`config.mk`:
```
export PLATFORM = sky130hd
export DESIGN_NAME = angle_correction_polynomial_core
export DESIGN_NICKNAME = d
export VERILOG_FILES = /design/src/rtl/acp_pkg.sv /design/src/rtl/acp_ram.sv /design/src/rtl/acp_datapath.sv /design/src/rtl/acp_seq.sv /design/src/rtl/angle_correction_polynomial_core.sv
export VERILOG_INCLUDE_DIRS = /design/src /design/src/rtl
export SDC_FILE = /design/constraint.sdc
export NUM_CORES = 2
export LEC_CHECK = 0
export ABC_CLOCK_PERIOD_IN_PS = 13000
export BUFFER_PORTS_ARGS = -buffer_cell sky130_fd_sc_hd__buf_2
export CAP_MARGIN = 10
export CORE_MARGIN = 2
export CORE_UTILIZATION = 44
export CTS_CLUSTER_DIAMETER = 200
export DETAILED_ROUTE_END_ITERATION = 12
export PLACE_DENSITY_LB_ADDON = 0.08
export SLEW_MARGIN = 10
export SYNTH_ARGS = -nofsm -noshare
export SYNTH_HDL_FRONTEND = slang
export SYNTH_SLANG_ARGS = --single-unit
```
`constraint.sdc`:
```
create_clock -name clk -period 13 [get_ports clk]
set_clock_uncertainty 0.15 [all_clocks]
set_input_delay 1.95 -clock clk [delete_from_list [all_inputs] [get_ports clk]]
set_output_delay 1.95 -clock clk [all_outputs]
set_load 0.05 [all_outputs]
```
`src/rtl/assert_macros.svh`:
```
// Assertion macros shared by the RTL of the angle correction polynomial core.
`ifndef ASSERT_MACROS_SVH
`define ASSERT_MACROS_SVH

// Same-cycle implication, clocked on clk and quiet while arst_n is low.
`define ACP_ASSERT_IMP(label, cond, conseq, msg) \
	label: assert property (@(posedge clk) disable iff (!arst_n) (cond) |-> (conseq)) \
		else $error(msg);

// Next-cycle implication, clocked on clk and quiet while arst_n is low.
`define ACP_ASSERT_NXT(label, cond, conseq, msg) \
	label: assert property (@(posedge clk) disable iff (!arst_n) (cond) |=> (conseq)) \
		else $error(msg);

`endif

```
`src/rtl/acp_pkg.sv`:
```
// Constants, types and helper functions of the angle correction polynomial core.
package acp_pkg;

	// Polynomial orders and sample width.
	localparam int ORDER_ANGLE   = 3;
	localparam int ORDER_POS     = 3;
	localparam int SAMPLE_WIDTH  = 16;

	// Port field widths.
	localparam int PORT_SAMPLE_W = 16;
	localparam int COEF_W        = 64;
	localparam int COEF_IDX_W    = 5;
	localparam int VALUE_W       = 64;

	// Transaction kinds on the input channel.
	localparam logic KIND_EVAL   = 1'b0;
	localparam logic KIND_LOAD   = 1'b1;

	// Coefficient table layout: the full a/x grid, then two groups of four
	// cross terms for y and y^2.
	localparam int CROSS_BASE    = (ORDER_ANGLE + 1) * (ORDER_POS + 1);
	localparam int TABLE_DEPTH   = CROSS_BASE + 8;
	localparam int ADDR_W        = $clog2(TABLE_DEPTH);

	// Coefficients are Q8.56, results Q31.32.
	localparam int COEF_FRAC     = 56;
	localparam int VALUE_FRAC    = 32;
	localparam int FRAC_DROP     = COEF_FRAC - VALUE_FRAC;

	// Exact accumulator: coefficient bits, the largest monomial degree times the
	// sample magnitude bits, and headroom for the number of terms plus sign.
	localparam int DEG_MAX       = (ORDER_ANGLE + ORDER_POS > 4) ?
	                               (ORDER_ANGLE + ORDER_POS) : 4;
	localparam int ACC_NEED      = COEF_W + (SAMPLE_WIDTH - 1) * DEG_MAX + 7;
	localparam int LIMB_W        = 32;
	localparam int NUM_LIMBS     = (ACC_NEED + LIMB_W - 1) / LIMB_W;
	localparam int ACC_W         = NUM_LIMBS * LIMB_W;
	localparam int LIMB_IDX_W    = $clog2(NUM_LIMBS);

	// Limb multiply-add: unsigned limb times signed sample, plus addend limb
	// and signed carry.
	localparam int PROD_W        = LIMB_W + 1 + SAMPLE_WIDTH;
	localparam int SUM_W         = LIMB_W + SAMPLE_WIDTH + 2;
	localparam int CARRY_W       = SUM_W - LIMB_W;

	// Datapath operations issued by the sequencer.
	typedef logic [2:0] acp_op_t;
	localparam acp_op_t OP_NOP   = 3'd0;
	localparam acp_op_t OP_LOAD  = 3'd1;  // R0 takes the fetched coefficient
	localparam acp_op_t OP_MAC0  = 3'd2;  // R0 = R0 * x + coefficient, one limb
	localparam acp_op_t OP_MAC1  = 3'd3;  // R1 = R1 * a + R0, one limb
	localparam acp_op_t OP_MAC2  = 3'd4;  // R2 = R2 * y + R1, one limb
	localparam acp_op_t OP_COPY1 = 3'd5;  // R1 takes R0
	localparam acp_op_t OP_COPY2 = 3'd6;  // R2 takes R1
	localparam acp_op_t OP_ROUND = 3'd7;  // round and saturate R2 into the output

	typedef struct packed {
		acp_op_t                 op;
		logic [LIMB_IDX_W-1:0]   limb;
		logic                    capture;
	} acp_ctrl_t;

	// Takes the low SAMPLE_WIDTH bits of a port sample as two's complement.
	function automatic logic signed [SAMPLE_WIDTH-1:0] take_sample(
		input logic [PORT_SAMPLE_W-1:0] raw);
		logic [SAMPLE_WIDTH+PORT_SAMPLE_W-1:0] ext;
		ext = {{SAMPLE_WIDTH{1'b0}}, raw};
		return ext[SAMPLE_WIDTH-1:0];
	endfunction

endpackage

```
`src/rtl/acp_ram.sv`:
```
// Generic single-port-write, single-port-read RAM with a registered read.
module acp_ram #(
	parameter int WIDTH = 64,
	parameter int DEPTH = 24
) (
	input  logic                     clk,
	input  logic                     we,
	input  logic [$clog2(DEPTH)-1:0] waddr,
	input  logic [WIDTH-1:0]         wdata,
	input  logic                     re,
	input  logic [$clog2(DEPTH)-1:0] raddr,
	output logic [WIDTH-1:0]         rdata
);

	logic [WIDTH-1:0] mem_q [DEPTH];
	logic [WIDTH-1:0] rdata_q;

	always_ff @(posedge clk) begin
		if (we) begin
			mem_q[waddr] <= wdata;
		end
		if (re) begin
			rdata_q <= mem_q[raddr];
		end
	end

	assign rdata = rdata_q;

endmodule

```
`src/rtl/acp_datapath.sv`:
```
// Shared limb multiply-add unit with the three Horner registers and the final rounding.
module acp_datapath (
	input  logic                                clk,
	input  acp_pkg::acp_ctrl_t                  ctrl,
	input  logic [acp_pkg::COEF_W-1:0]          coef,
	input  logic signed [acp_pkg::PORT_SAMPLE_W-1:0] pos_x,
	input  logic signed [acp_pkg::PORT_SAMPLE_W-1:0] angle_a,
	input  logic signed [acp_pkg::PORT_SAMPLE_W-1:0] pos_y,
	output logic signed [acp_pkg::VALUE_W-1:0]  res_value,
	output logic                                res_sat
);
	import acp_pkg::*;

	logic signed [SAMPLE_WIDTH-1:0] x_q, a_q, y_q;
	logic [ACC_W-1:0]               r0_q, r1_q, r2_q;
	logic signed [CARRY_W-1:0]      carry_q;

	logic [ACC_W-1:0]               coef_ext;
	logic [ACC_W-1:0]               src;
	logic [ACC_W-1:0]               addend;
	logic signed [SAMPLE_WIDTH-1:0] mult;
	logic [LIMB_W-1:0]              src_limb;
	logic [LIMB_W-1:0]              add_limb;
	logic signed [CARRY_W-1:0]      carry_in;
	logic signed [PROD_W-1:0]       prod;
	logic signed [SUM_W-1:0]        sum;
	logic [LIMB_W-1:0]              new_limb;

	logic [ACC_W-1:0]               rounded;
	logic [ACC_W-FRAC_DROP-VALUE_W:0] top_bits;
	logic                           fits;

	assign coef_ext = ACC_W'($signed(coef));

	// Operand selection for the shared multiplier.
	always_comb begin
		unique case (ctrl.op)
			OP_MAC1: begin
				src    = r1_q;
				mult   = a_q;
				addend = r0_q;
			end
			OP_MAC2: begin
				src    = r2_q;
				mult   = y_q;
				addend = r1_q;
			end
			default: begin
				src    = r0_q;
				mult   = x_q;
				addend = coef_ext;
			end
		endcase
	end

	assign src_limb = src[int'(ctrl.limb) * LIMB_W +: LIMB_W];
	assign add_limb = addend[int'(ctrl.limb) * LIMB_W +: LIMB_W];
	assign carry_in = (ctrl.limb == '0) ? '0 : carry_q;
	assign prod     = $signed({1'b0, src_limb}) * mult;
	assign sum      = SUM_W'(prod) + SUM_W'($signed({1'b0, add_limb})) + SUM_W'(carry_in);
	assign new_limb = sum[LIMB_W-1:0];

	always_ff @(posedge clk) begin
		if (ctrl.capture) begin
			x_q <= take_sample(pos_x);
			a_q <= take_sample(angle_a);
			y_q <= take_sample(pos_y);
		end
		unique case (ctrl.op)
			OP_LOAD:  r0_q <= coef_ext;
			OP_COPY1: r1_q <= r0_q;
			OP_COPY2: r2_q <= r1_q;
			OP_MAC0: begin
				r0_q[int'(ctrl.limb) * LIMB_W +: LIMB_W] <= new_limb;
				carry_q <= sum[SUM_W-1:LIMB_W];
			end
			OP_MAC1: begin
				r1_q[int'(ctrl.limb) * LIMB_W +: LIMB_W] <= new_limb;
				carry_q <= sum[SUM_W-1:LIMB_W];
			end
			OP_MAC2: begin
				r2_q[int'(ctrl.limb) * LIMB_W +: LIMB_W] <= new_limb;
				carry_q <= sum[SUM_W-1:LIMB_W];
			end
			default: begin
			end
		endcase
	end

	// Round half up to Q.32, then clip to the signed 64-bit range.
	assign rounded  = r2_q + (ACC_W'(1) << (FRAC_DROP - 1));
	assign top_bits = rounded[ACC_W-1:FRAC_DROP+VALUE_W-1];
	assign fits     = (&top_bits) || !(|top_bits);

	always_comb begin
		if (fits) begin
			res_value = rounded[FRAC_DROP+VALUE_W-1:FRAC_DROP];
		end else if (rounded[ACC_W-1]) begin
			res_value = {1'b1, {(VALUE_W-1){1'b0}}};
		end else begin
			res_value = {1'b0, {(VALUE_W-1){1'b1}}};
		end
	end

	assign res_sat = !fits;

endmodule

```
`src/rtl/acp_seq.sv`:
```
// Sequencer that walks the nested Horner evaluation over the shared multiply-add unit.
`include "assert_macros.svh"

module acp_seq (
	input  logic                        clk,
	input  logic                        arst_n,
	input  logic                        in_valid,
	input  logic                        kind,
	input  logic                        out_free,
	output logic                        in_ready,
	output logic                        ram_re,
	output logic [acp_pkg::ADDR_W-1:0]  ram_raddr,
	output acp_pkg::acp_ctrl_t          ctrl
);
	import acp_pkg::*;

	localparam int IA_W = $clog2(ORDER_ANGLE + 1);
	localparam int IX_W = $clog2(ORDER_POS + 1);

	localparam logic [3:0] ST_IDLE  = 4'd0;
	localparam logic [3:0] ST_FETCH = 4'd1;
	localparam logic [3:0] ST_LOAD  = 4'd2;
	localparam logic [3:0] ST_XMAC  = 4'd3;
	localparam logic [3:0] ST_ACOPY = 4'd4;
	localparam logic [3:0] ST_AMAC  = 4'd5;
	localparam logic [3:0] ST_YCOPY = 4'd6;
	localparam logic [3:0] ST_YMAC  = 4'd7;
	localparam logic [3:0] ST_ROUND = 4'd8;

	// Rows in y: two cross groups, then the full a/x grid.
	localparam logic [1:0] KY_TOP = 2'd2;

	logic [3:0]            state_q, state_d;
	logic [1:0]            ky_q, ky_d, ky_dn;
	logic [IA_W-1:0]       i_q, i_d;
	logic [IX_W-1:0]       j_q, j_d;
	logic [LIMB_IDX_W-1:0] limb_q, limb_d;
	logic                  last_limb;

	function automatic logic [IA_W-1:0] a_order(input logic [1:0] ky);
		return (ky == 2'd0) ? IA_W'(ORDER_ANGLE) : IA_W'(1);
	endfunction

	function automatic logic [IX_W-1:0] x_order(input logic [1:0] ky);
		return (ky == 2'd0) ? IX_W'(ORDER_POS) : IX_W'(1);
	endfunction

	function automatic logic [ADDR_W-1:0] coef_addr(input logic [1:0] ky,
		input logic [IA_W-1:0] i, input logic [IX_W-1:0] j);
		int idx;
		if (ky == 2'd0) begin
			idx = (ORDER_POS + 1) * int'(i) + int'(j);
		end else begin
			idx = CROSS_BASE + 4 * (int'(ky) - 1) + 2 * int'(i) + int'(j);
		end
		return ADDR_W'(idx);
	endfunction

	assign ky_dn     = ky_q - 2'd1;
	assign last_limb = (limb_q == LIMB_IDX_W'(NUM_LIMBS - 1));
	assign in_ready  = (state_q == ST_IDLE);
	assign ram_raddr = coef_addr(ky_q, i_q, j_q);

	always_comb begin
		state_d      = state_q;
		ky_d         = ky_q;
		i_d          = i_q;
		j_d          = j_q;
		limb_d       = limb_q;
		ram_re       = 1'b0;
		ctrl.op      = OP_NOP;
		ctrl.limb    = limb_q;
		ctrl.capture = 1'b0;
		unique case (state_q) inside
			ST_IDLE: begin
				if (in_valid && kind == KIND_EVAL) begin
					ctrl.capture = 1'b1;
					ky_d         = KY_TOP;
					i_d          = a_order(KY_TOP);
					j_d          = x_order(KY_TOP);
					state_d      = ST_FETCH;
				end
			end
			ST_FETCH: begin
				ram_re  = 1'b1;
				state_d = (j_q == x_order(ky_q)) ? ST_LOAD : ST_XMAC;
			end
			ST_LOAD: begin
				ctrl.op = OP_LOAD;
				j_d     = j_q - IX_W'(1);
				state_d = ST_FETCH;
			end
			ST_XMAC: begin
				ctrl.op = OP_MAC0;
				if (last_limb) begin
					limb_d = '0;
					if (j_q == '0) begin
						state_d = (i_q == a_order(ky_q)) ? ST_ACOPY : ST_AMAC;
					end else begin
						j_d     = j_q - IX_W'(1);
						state_d = ST_FETCH;
					end
				end else begin
					limb_d = limb_q + LIMB_IDX_W'(1);
				end
			end
			ST_ACOPY, ST_AMAC: begin
				ctrl.op = (state_q == ST_ACOPY) ? OP_COPY1 : OP_MAC1;
				if (state_q == ST_ACOPY || last_limb) begin
					limb_d = '0;
					if (i_q == '0) begin
						state_d = (ky_q == KY_TOP) ? ST_YCOPY : ST_YMAC;
					end else begin
						i_d     = i_q - IA_W'(1);
						j_d     = x_order(ky_q);
						state_d = ST_FETCH;
					end
				end else begin
					limb_d = limb_q + LIMB_IDX_W'(1);
				end
			end
			ST_YCOPY, ST_YMAC: begin
				ctrl.op = (state_q == ST_YCOPY) ? OP_COPY2 : OP_MAC2;
				if (state_q == ST_YCOPY || last_limb) begin
					limb_d = '0;
					if (ky_q == 2'd0) begin
						state_d = ST_ROUND;
					end else begin
						ky_d    = ky_dn;
						i_d     = a_order(ky_dn);
						j_d     = x_order(ky_dn);
						state_d = ST_FETCH;
					end
				end else begin
					limb_d = limb_q + LIMB_IDX_W'(1);
				end
			end
			ST_ROUND: begin
				if (out_free) begin
					ctrl.op = OP_ROUND;
					state_d = ST_IDLE;
				end
			end
			default: begin
				state_d = ST_IDLE;
			end
		endcase
	end

	always_ff @(posedge clk or negedge arst_n) begin
		if (!arst_n) begin
			state_q <= ST_IDLE;
			ky_q    <= '0;
			i_q     <= '0;
			j_q     <= '0;
			limb_q  <= '0;
		end else begin
			state_q <= state_d;
			ky_q    <= ky_d;
			i_q     <= i_d;
			j_q     <= j_d;
			limb_q  <= limb_d;
		end
	end

	`ACP_ASSERT_IMP(a_limb_idle, (state_q != ST_XMAC && state_q != ST_AMAC && state_q != ST_YMAC), (limb_q == '0), "limb counter left nonzero outside a multiply pass")
	`ACP_ASSERT_NXT(a_eval_starts, (in_valid && in_ready && kind == KIND_EVAL), (state_q == ST_FETCH), "evaluate transaction did not start a coefficient fetch")
	`ACP_ASSERT_NXT(a_fetch_used, (state_q == ST_FETCH), (state_q == ST_LOAD || state_q == ST_XMAC), "fetched coefficient not consumed in the next cycle")

endmodule

```
`src/rtl/angle_correction_polynomial_core.sv`:
```
// Top level of the correction core: coefficient RAM, sequencer, datapath, output register.
//
// Usage. Input transactions carry either a coefficient load (kind = 1) or an
// evaluation request (kind = 0). A load writes coef_value into slot coef_index
// of the 24-entry Q8.56 coefficient table in the cycle it is accepted and gives
// no result; an index past the table is dropped. A slot must be loaded before
// any evaluation reads it. An evaluation captures pos_x, angle_a and pos_y and
// runs a nested Horner scheme (x inside a inside y) over one shared limb
// multiplier, a 33 x 16 bit signed product plus addend and carry, stepping
// through a 192-bit exact accumulator one 32-bit limb per cycle.
// With the default orders an evaluation takes 23 multiply passes over the six
// limbs, 24 coefficient reads from the RAM, eight row loads, four copies and
// one rounding step. in_ready is low while an evaluation runs, so the core
// takes no new transaction until the evaluation is through; loads are taken
// back to back whenever the core is idle.
// The result is a saturated Q31.32 value with a saturated flag, held in an
// output register. If the receiver stalls, the core still accepts the next
// transaction and runs it; it waits at the rounding step until the register
// is free. Reset clears the control state and the output valid; the
// coefficient table keeps no reset value and must be loaded again.
`include "assert_macros.svh"

module angle_correction_polynomial_core (
	input  logic                                     clk,
	input  logic                                     arst_n,
	input  logic                                     in_valid,
	output logic                                     in_ready,
	input  logic                                     kind,
	input  logic [acp_pkg::COEF_IDX_W-1:0]           coef_index,
	input  logic signed [acp_pkg::COEF_W-1:0]        coef_value,
	input  logic signed [acp_pkg::PORT_SAMPLE_W-1:0] pos_x,
	input  logic signed [acp_pkg::PORT_SAMPLE_W-1:0] angle_a,
	input  logic signed [acp_pkg::PORT_SAMPLE_W-1:0] pos_y,
	output logic                                     out_valid,
	input  logic                                     out_ready,
	output logic signed [acp_pkg::VALUE_W-1:0]       value,
	output logic                                     saturated
);
	import acp_pkg::*;

	acp_ctrl_t                 ctrl;
	logic                      ram_we;
	logic                      ram_re;
	logic [ADDR_W-1:0]         ram_raddr;
	logic [COEF_W-1:0]         ram_rdata;
	logic                      out_free;
	logic signed [VALUE_W-1:0] res_value;
	logic                      res_sat;

	logic                      out_valid_q;
	logic signed [VALUE_W-1:0] value_q;
	logic                      saturated_q;

	// The output register is free when empty or being drained this cycle.
	assign out_free = !out_valid_q || out_ready;

	// Coefficient loads go straight into the table; out-of-range slots are ignored.
	assign ram_we = in_valid && in_ready && (kind == KIND_LOAD) &&
	                (32'(coef_index) < TABLE_DEPTH);

	acp_ram #(
		.WIDTH (COEF_W),
		.DEPTH (TABLE_DEPTH)
	) u_coef_ram (
		.clk   (clk),
		.we    (ram_we),
		.waddr (ADDR_W'(coef_index)),
		.wdata (coef_value),
		.re    (ram_re),
		.raddr (ram_raddr),
		.rdata (ram_rdata)
	);

	acp_seq u_seq (
		.clk       (clk),
		.arst_n    (arst_n),
		.in_valid  (in_valid),
		.kind      (kind),
		.out_free  (out_free),
		.in_ready  (in_ready),
		.ram_re    (ram_re),
		.ram_raddr (ram_raddr),
		.ctrl      (ctrl)
	);

	acp_datapath u_datapath (
		.clk       (clk),
		.ctrl      (ctrl),
		.coef      (ram_rdata),
		.pos_x     (pos_x),
		.angle_a   (angle_a),
		.pos_y     (pos_y),
		.res_value (res_value),
		.res_sat   (res_sat)
	);

	// Output register: loaded by the rounding step, emptied when the
	// transaction is taken downstream.
	always_ff @(posedge clk or negedge arst_n) begin
		if (!arst_n) begin
			out_valid_q <= 1'b0;
		end else if (ctrl.op == OP_ROUND) begin
			out_valid_q <= 1'b1;
		end else if (out_ready) begin
			out_valid_q <= 1'b0;
		end
	end

	always_ff @(posedge clk) begin
		if (ctrl.op == OP_ROUND) begin
			value_q     <= res_value;
			saturated_q <= res_sat;
		end
	end

	assign out_valid = out_valid_q;
	assign value     = value_q;
	assign saturated = saturated_q;

	`ACP_ASSERT_IMP(a_round_needs_room, (ctrl.op == OP_ROUND), (!out_valid_q || out_ready), "result written over an output transaction still waiting")

endmodule

```
==> metrics <==
antenna viol nets, final=0; Overflow after GRT=0; Worst Max-Slew Pin Slew=1.38 ns; Hold Path Depth=1; setup TNS=0 ns; CP top delay family=compound AO/OA/AOI/OAI gates; crit path buf inv count=6; largest net degree at the start of global routing=222; post-DP HPWL=292000 um; routed via count=80600; initial antenna violation count=38; GP Congestion=0.993; Ys Warns=0; Synth area leader=edfxtp_1; final setup fails=0; Seq cells post-synth=2321; CTS tree=yes; Hold Violations, Final=0; post-synth top area share=56.0%; Synth Flop Type=edfxtp_1; Worst path depth=28; FP Rows=194; Setup crit end kind=flop; maxcap violations=0; Worst-path clk slew=0.06 ns; layout cell share with drive strength beyond 1=15.4%; Synth Cell Area=124000 um2; CP dominant cell by count=fa_1; final period utilization=88.6%; vias in the first global route=80400; Vias/cell=6.08; Seq/Total Area, Yosys=56.3%; global-route wire length before repair=610000 um; clock buffer count from CTS=264; Die W=534 um; HP Class=flop to flop; cts hold-fix bufs=0; H-tree depth=5; Post-synth EDFFs=2307; Ports=189; RSZ-0062 raised after global routing=no; initial DRC count=8912; clk sinks=2321; post-CTS repair timing setup buffer count=0; max incr delay on CP=1.06 ns; Synth async-reset ratio=0.603%; crit path time final=11.52 ns; Worst Path Max Fanout=99; Total Wirelength=432000 um; WL/cell=32.6 um; worst skew pair latency=0.90 ns; critical path class=flop to flop; top post-synthesis cells by area=edfxtp_1 56%, mux4_2 8.5%, fa_1 8.1%, mux2i_1 3.7%, nand2_1 3.4%; Syn Area/Cell=13.4 um2; status=finished, final reports clean; Initial Util=44.2%; IO buf count=188; CTS resizes=0; top-count cell post-synth=edfxtp_1; NumNets Final=10100; P&R area growth vs syn=11.4%; Worst setup SP type=flop; Max stage delay cell, worst path=o21ai_0; GRT Overall Usage=30.0%; crit path DAT=11.95 ns; Max Slew Vio Count=0; CP required=13.43 ns; post-synthesis cell count=9238; die span in y=534 um; CTS max path bufs=4; Die ar.=285000 um2; library cells used by synthesis=78; worst r2r path cells=28; Rel. slew slack=7.83%; list of most frequent post-synthesis cells=2307 x edfxtp_1, 1119 x nand2_1, 635 x inv_1; max frequency=86.8 MHz; CTS Root Cell=clkbuf_16; core area=279000 um2; Detailed Routing Iterations Pass 1=6; DRC viols=0; Post-Syn Nets=10000
[flip-flops by register name (all words and copies together) (netlist names)]
| signal | cells |
|---|---|
| u_coef_ram.mem_q | 1536 |
| u_datapath.r0_q | 192 |
| u_datapath.r1_q | 192 |
| u_datapath.r2_q | 192 |
| u_coef_ram.rdata | 64 |
| value | 64 |
| u_datapath.carry_q | 18 |
| u_datapath.a_q | 16 |
| u_datapath.x_q | 16 |
| u_datapath.y_q | 16 |
| u_seq.state_q | 4 |
| u_seq.limb_q | 3 |
| u_seq.i_q | 2 |
| u_seq.j_q | 2 |
| u_seq.ky_q | 2 |
| out_valid | 1 |
| saturated | 1 |
[per-layer routing]
layer,global-route usage [%],vias up,routed length [um]
met4,12.9,26,21500
met1,40.7,42000,175000
met3,5.48,725,34900
met2,47.5,3640,200000
li1,-,34200,-
met5,0,-,161
[through the flow]
stage | hold WS, ns | utilization, % | cell area [um2] | setup WS (ns) | std cells
finish | 0.400 | 49.3 | 138000 | 1.48 | 13200
global route | 0.422 | 49.3 | 138000 | 1.16 | 13200
CTS | 0.396 | 49.3 | 138000 | 1.82 | 13200
detailed placement | 0.384 | 46.3 | 129000 | 1.88 | 12800
global placement | 0.375 | 46.3 | 129000 | 1.92 | 12800
floorplan | 0.353 | - | 124000 | 3.12 | 9238
[final timing paths]
check | startpoint | slack (ns) | endpoint
max | u_seq.state_q[2] | 1.48 | u_datapath.carry_q[17]
min | u_seq.ky_q[1] | 0.40 | u_seq.ky_q[1]
max reg2reg | u_seq.state_q[2] | 1.48 | u_datapath.carry_q[17]
min reg2reg | u_seq.ky_q[1] | 0.40 | u_seq.ky_q[1]
max in group asynchronous | arst_n | 11.50 | u_seq.state_q[1]
min in group asynchronous | arst_n | 0.82 | out_valid
[layout by cell type, fill, tap and decap left out, types with 24 or more instances in the layout]
| master | netlist | layout |
|---|---|---|
| or3_1 | 24 | 24 |
| fa_1 | 501 | 501 |
| mux2i_1 | 453 | 452 |
| nand2_1 | 1119 | 1114 |
| xnor2_1 | 114 | 108 |
| a21oi_1 | 279 | 270 |
| and3_1 | 41 | 41 |
| o21ai_0 | 559 | 552 |
| buf_2 | 4 | 188 |
| clkbuf_16 | 0 | 270 |
| buf_4 | 0 | 221 |
| clkinv_1 | 0 | 56 |
| nor2_1 | 493 | 453 |
| a21o_1 | 29 | 29 |
| nor2_4 | 0 | 37 |
| a211oi_1 | 147 | 145 |
| or2_2 | 52 | 52 |
| ha_1 | 168 | 167 |
| edfxtp_1 | 2307 | 2307 |
| mux2_2 | 68 | 67 |
| o31ai_1 | 212 | 210 |
| nand3_1 | 107 | 106 |
| nor3_1 | 80 | 77 |
| clkbuf_1 | 504 | 66 |
| o211ai_1 | 44 | 44 |
| inv_1 | 635 | 634 |
| mux4_2 | 469 | 469 |
| nand2b_1 | 64 | 64 |
| nand4_1 | 117 | 117 |
| nor4_1 | 63 | 62 |
| and2_1 | 100 | 100 |
| clkinv_2 | 0 | 29 |
| xor2_1 | 97 | 91 |
| a22oi_1 | 26 | 26 |
[cells by family after synthesis]
logic type | count (synthesis) | synth area share [%]
simple gates | 2343 | 8.53
compound gates | 1444 | 7.13
xor+xnor | 211 | 1.49
buf+inv | 1260 | 3.88
mux | 990 | 12.8
flops | 2321 | 56.3
fa+ha+maj | 669 | 9.81
[cell type report]
cell class	instances	area [um2]
Sequential cell	2321	69600
Timing Repair Buffer	425	2920
Fill cell	24300	142000
Inverter	635	2380
Tap cell	3724	4660
Clock buffer	337	7020
Antenna cell	11	27.5
Multi-Input combinational cell	5657	49900
Clock inverter	129	1140
Power is left out: the tool's default activity adds up to more than one toggle a clock period on the data nets, which glitch-free logic cannot reach.
